`config.mk`:
```
export PLATFORM = sky130hd
export DESIGN_NAME = v2a_div_lane
export DESIGN_NICKNAME = d
export VERILOG_FILES = /design/src/v2a_pkg.sv /design/src/v2a_div_lane.sv
export SDC_FILE = /design/constraint.sdc
export NUM_CORES = 2
export LEC_CHECK = 0
export BUFFER_PORTS_ARGS = -buffer_cell sky130_fd_sc_hd__buf_4
export CORE_ASPECT_RATIO = 1.5
export CORE_MARGIN = 2
export CORE_UTILIZATION = 55
export DETAILED_ROUTE_END_ITERATION = 8
export PLACE_DENSITY = 0.8
export SETUP_SLACK_MARGIN = 0.1
export SYNTH_ARGS = -nofsm -noshare
export SYNTH_HDL_FRONTEND = slang
export SYNTH_SLANG_ARGS = --single-unit
```
`constraint.sdc`:
```
create_clock -name clk -period 9.2 [get_ports clk]
set_input_delay 0.92 -clock clk [delete_from_list [all_inputs] [get_ports clk]]
set_output_delay 0.92 -clock clk [all_outputs]
set_load 0.03 [all_outputs]
```
`src/v2a_pkg.sv`:
```
// ----------------------------------------------------------------------------
// v2a_pkg
// Shared request codes, pipeline payload types and saturation helpers for the
// two-dimensional vector unit.
// ----------------------------------------------------------------------------
package v2a_pkg;

  localparam logic [2:0] OP_ADD       = 3'd0;
  localparam logic [2:0] OP_SUB       = 3'd1;
  localparam logic [2:0] OP_SCALE     = 3'd2;
  localparam logic [2:0] OP_SQNORM    = 3'd3;
  localparam logic [2:0] OP_NORM      = 3'd4;
  localparam logic [2:0] OP_NORMALIZE = 3'd5;

  localparam int SQRT_STAGES = 32;
  localparam int QUOT_BITS   = 17;  // |u| <= length, so the quotient is at most 2^16

  localparam logic [31:0] S32_MAX = 32'h7fff_ffff;
  localparam logic [31:0] S32_MIN = 32'h8000_0000;

  // word carried down the long pipeline
  typedef struct packed {
    logic [2:0]  op;
    logic [31:0] rx;
    logic [31:0] ry;
    logic [63:0] sq;
    logic        ovf;
    logic [31:0] ux_mag;
    logic [31:0] uy_mag;
    logic        ux_neg;
    logic        uy_neg;
    logic [31:0] len;
  } meta_t;

  typedef struct packed {
    logic [31:0] rx;
    logic [31:0] ry;
    logic [63:0] sq;
    logic [31:0] len;
    logic        ovf;
    logic        zerr;
  } res_t;

  // {overflow, clamped value} for a 33-bit sum
  function automatic logic [32:0] sat_sum(input logic [32:0] s);
    logic ovf;
    logic [31:0] val;
    ovf = s[32] ^ s[31];
    val = ovf ? (s[32] ? S32_MIN : S32_MAX) : s[31:0];
    return {ovf, val};
  endfunction

  // {overflow, clamped value} for a Q32.32 product taken to Q16.16 by floor
  function automatic logic [32:0] sat_prod(input logic [63:0] p);
    logic ovf;
    logic [31:0] val;
    ovf = !((p[63:47] == 17'h0) || (p[63:47] == 17'h1ffff));
    val = ovf ? (p[63] ? S32_MIN : S32_MAX) : p[47:16];
    return {ovf, val};
  endfunction

endpackage

```
`src/v2a_div_lane.sv`:
```
// ----------------------------------------------------------------------------
// v2a_div_lane
// Pipelined restoring divide of (|u| << 16) by the length, one quotient bit
// per stage.
// ----------------------------------------------------------------------------
module v2a_div_lane (
  input  logic                           clk,
  input  logic                           en,
  input  logic [31:0]                    mag,
  input  logic [31:0]                    len,
  output logic [v2a_pkg::QUOT_BITS-1:0]  q
);

  localparam int NQ = v2a_pkg::QUOT_BITS;

  logic [47:0]   rem_r [1:NQ];
  logic [31:0]   len_r [1:NQ];
  logic [NQ-1:0] q_r   [1:NQ];

  for (genvar j = 0; j < NQ; j++) begin : g_st
    logic [47:0]   rem_s, d;
    logic [31:0]   len_s;
    logic [NQ-1:0] q_s;
    logic          ge;

    if (j == 0) begin : g_first
      assign rem_s = {mag, 16'h0};
      assign len_s = len;
      assign q_s   = '0;
    end else begin : g_rest
      assign rem_s = rem_r[j];
      assign len_s = len_r[j];
      assign q_s   = q_r[j];
    end

    assign d  = 48'(len_s) << (NQ - 1 - j);
    assign ge = rem_s >= d;

    always_ff @(posedge clk) begin
      if (en) begin
        rem_r[j+1] <= ge ? rem_s - d : rem_s;
        len_r[j+1] <= len_s;
        q_r[j+1]   <= {q_s[NQ-2:0], ge};
      end
    end
  end

  assign q = q_r[NQ];

endmodule

```
# Yosys cells after proc, flatten, opt, wreduce, memory -nomap -nowiden
# Memory sizes are Yosys's and may differ from the RTL's.
# Index checks and enable logic that the tools add are counted.
# totals
register_bits	0
word_cells	56
memories	3
ramBits	1649
in_bits	66
# memory_table
name	words	width	rd	rd_ports_with_merged_regs	write_ports	line_no	source
rem_r	17	48	16	0	17	v2a_div_lane.sv:16	logic [47:0] rem_r [1:NQ];
len_r	17	32	16	0	17	v2a_div_lane.sv:17	logic [31:0] len_r [1:NQ];
q_r	17	17	17	0	17	v2a_div_lane.sv:18	logic [NQ-1:0] q_r [1:NQ];
# op_classes
magnitude_cmp	17
add_sub_neg	17
n_mux	19
# op_table
op	count
two-way mux 48 bit	17
>= comparator 48 x 32 -> 1 bit	1
>= comparator 48 x 33 -> 1 bit	1
>= comparator 48 x 34 -> 1 bit	1
>= comparator 48 x 35 -> 1 bit	1
>= comparator 48 x 36 -> 1 bit	1
>= comparator 48 x 37 -> 1 bit	1
>= comparator 48 x 38 -> 1 bit	1
>= comparator 48 x 39 -> 1 bit	1
>= comparator 48 x 40 -> 1 bit	1
>= comparator 48 x 41 -> 1 bit	1
>= comparator 48 x 42 -> 1 bit	1
>= comparator 48 x 43 -> 1 bit	1
>= comparator 48 x 44 -> 1 bit	1
>= comparator 48 x 45 -> 1 bit	1
>= comparator 48 x 46 -> 1 bit	1
>= comparator 48 x 47 -> 1 bit	1
>= comparator 48 bit	1
subtractor 48 x 32 -> 48 bit	1
subtractor 48 x 33 -> 48 bit	1
subtractor 48 x 34 -> 48 bit	1
subtractor 48 x 35 -> 48 bit	1
subtractor 48 x 36 -> 48 bit	1
subtractor 48 x 37 -> 48 bit	1
12 further kinds	13

# Logic depth before layout (Yosys ltp)
# An unclocked memory read counts as a cell.
# depth
ltp_word	3
depth_mapped	16
mapped_depth_nobuf	14

# Worst setup path after synthesis
# Ideal clock, no wire load.
# synth_timing
path_kind	input port to flip-flop
start	input mag[0]
end	memory rem_r[1][24] (data pin)
required_ns	8.940
slack_ns	5.352
arrival_ns	3.588
path_stages	15
setup_ns	0.260
n_path_buf	2
cell_sequence	inv_1 -> ha_1 -> fa_1 -> nand2b_1 -> a21oi_1 -> o21ai_0 -> nand2_1 -> a221oi_1 -> o211ai_1 -> a21oi_1 -> or2_2 -> buf_2 -> clkinv_1 -> buf_2 -> mux2_2
# synth_rtl
element	line_no	source
start, declared	v2a_div_lane.sv:9	input logic [31:0] mag,
end, declared	v2a_div_lane.sv:16	

==> out/qor.yml <==
worstPathArrival_ps: 5120
grt_usage: 0.2686
ys_ff_latch: 1297
num_rows: 168
rr_endpoint: "rem_r[6][18]"
fin_crit_sh: 0.4985
syn_nets: 7885
ir_worst_vdd_uv: 208.9
clk_latency_ps: 790
cpLargestDelayFamily: "simple AND/OR/NAND/NOR gates"
min_from: "len[30]"
synthesis.area_um2: 76960
grt_pass1_wl_mm: 296.5
core_area_um2: 139400
ys_seq_area_frac: 0.5061
gp_congestion: 1.017
routedWlPerCell_um: 20.63
critPathMaxFanout: 53
cts_buffer_depth: 3
worstMarginPinSlew_ps: 1111
path_buf_inv: 1
syn_area_per_cell_um2: 10.60
rsz0062_at_grt: "no"
end_kind: "flop"
cts.clk_slew.worst_paths_ps: 60
vias: 55040
drt_iter0_markers: 3625
antenna_found_initial: 0
hold_end: "len_r[1][30]"
clock.fmax_mhz: 218.1
start_util: 0.5522
drc: 0
final_layout_size_suffix_gt1_frac: 0.06683
hold_depth: 1
ff2ff_path_depth: 10
setup_tns_ps: 0
area_growth_pct: 8.815
post_cts_buffers: 0
cts_resized: 0
nets: 7931
grt_pass1_vias: 57990
crit_type: "reg -> reg"
cts_sinks: 1297
crit_slowest_cell: "nor4_4"
ant_nets: 0
utilization: 0.6009
port_buffers: 82
fin_crit_ps: 4586
ys_async_sr_fraction: 0
fp.dieH_um: 462.1
vias_per_cell: 5.932
power_density_nw_per_um2: 321.1
synthFlopType: "edfxtp_1"
ys_top_cells_by_area: "edfxtp_1 (51%), ha_1 (8.8%), a21oi_1 (3.9%), o21ai_0 (3.6%), xnor2_1 (3.4%)"
slew_headroom: 0.2525
die_x_um: 309.4
cts_tree: "built"
power_mw: 26.89
overflow: 0
regToRegSetupSlack_ps: 4610
cp-start-kind: "flop"
grt_max_degree: 198
cts_max_level: 4
cts_buffers: 133
drv_cap: 0
io_pins: 83
skew_ps: 21.10
dieArea_um2: 143000
slowest_delay_ps: 700
r2r_start: "rem_r[5][16]"
drv_slew: 0
setup_viol: 0
hold_path_class: "in -> reg"
ys_types: 102
fillers: 11020
hold_viol_final: 0
cts-root-buf: "clkbuf_16"
synth_edf_count: 1297
synth_top_area_share: 0.5061
dp_hpwl_mm: 147.8
netlist_instances: 7260
yosysWarnings: 0
drt_wl_total_mm: 191.4
power_leakage_nw: 33.64
critPathRequiredTime_ps: 9740
path_cells: "ha_1 -> or4_1 -> o21ba_2 -> o211ai_2 -> a21oi_1 -> a2111oi_2 -> nor2_1 -> nor4_4 -> buf_4 -> mux2_2"
dr.pass1.iters: 7
postCtsHoldBufs: 0
yosysTopAreaCell: "edfxtp_1"
status: "finished, final reports clean"
## cell type report
class / count / area, um^2 / area share
clock inverters: 77 / 770.7 / 0.009203
diodes: 1 / 2.502 / 0.00002988
clock buffers: 159 / 3447 / 0.04116
inverters: 673 / 2526 / 0.03016
repair buffers: 126 / 1028 / 0.01228
flip-flops and latches: 1297 / 38950 / 0.4651
multi-input cells: 5075 / 34680 / 0.4142
well taps: 1870 / 2340 / 0.02794
## registers in the layout (all words and copies together), names as in the netlist
| name | count |
|---|---|
| q_r | 153 |
| len_r | 512 |
| rem_r | 632 |
## worst max path at each step
| stage | from | to | slack, ps | cells past startpoint |
|---|---|---|---|---|
| floorplan | mag[0] | rem_r[1][24] | 5350 | 15 |
| global placement | mag[0] | rem_r[1][44] | 4670 | 15 |
| detailed placement | rem_r[5][16] | rem_r[6][18] | 4670 | 10 |
| CTS | rem_r[5][16] | rem_r[6][18] | 4700 | 10 |
| global route | rem_r[5][15] | rem_r[6][18] | 4390 | 11 |
| finish | rem_r[5][16] | rem_r[6][18] | 4610 | 10 |
## synth_stat cells (12+ instances only)
library cell,n
a2111oi_0,15
o211ai_1,32
nand2b_1,81
nand4_1,96
nand3b_1,26
o21ai_1,12
ha_1,543
a21o_1,308
clkbuf_1,170
a31oi_1,60
a211o_1,14
or2_2,23
a31o_2,16
nand2_1,607
a21oi_1,607
fa_1,16
nor2_1,411
mux2_2,82
o21ai_0,559
buf_2,24
or3_1,42
and4_1,17
a221oi_1,23
nand3_1,141
nor3_1,108
o21bai_1,64
and3_1,56
o2111ai_1,13
o21a_1,63
inv_1,671
a41oi_1,12
a211oi_1,51
a21boi_0,13
nor4_1,44
xnor2_1,302
edfxtp_1,1297
o31ai_1,37
o31a_1,19
nor2b_1,70
xor2_1,258
and2_1,39
or4_1,19
## cell families after synthesis
kind of cell / synth area share
AO/OA/AOI/OAI: 0.1649
AND/OR/NAND/NOR: 0.1156
flip-flops: 0.5061
buffers and inverters: 0.04463
XOR/XNOR: 0.06373
adder cells (fa/ha/maj): 0.09244
multiplexers: 0.01268
## power breakdown
part	internal (mW)	switching [mW]
clock network	2.98	2.34
registers	8.66	0.871
logic	4.83	7.22
total	16.5	10.4
## placed cells by master, fill, tap and decap left out, drive strengths merged, types with 70 or more instances in the layout
master and count:
a21oi 609, xor2 258, nor3 111, nor2 412, nor2b 70, clkbuf 159
nand2 608, o21ai 573, ha 543, nand3 141, buf 126, edfxtp 1297
a21o 308, inv 679, mux2 84, xnor2 302, nand4 96, nand2b 81
## per-stage QoR
stage,instance area [um^2],worst slack (ps),instances,hold WS [ps]
global route,83740,4393,9277,287.7
finish,83750,4614,9278,324.0
global placement,79530,4669,9041,401.0
floorplan,76960,5352,7260,400.3
detailed placement,79530,4675,9041,404.5
CTS,83740,4702,9277,259.2
## per-layer routing
layer	up-vias	part of all wire	GRT usage
li1	26650	-	-
met1	26120	0.28	0.1953
met2	1521	0.58	0.5648
met3	745	0.028	0.03202
met4	0	0.10	0.2499
met5	-	0	0
Note: power is estimated with default switching activity, not from simulation.
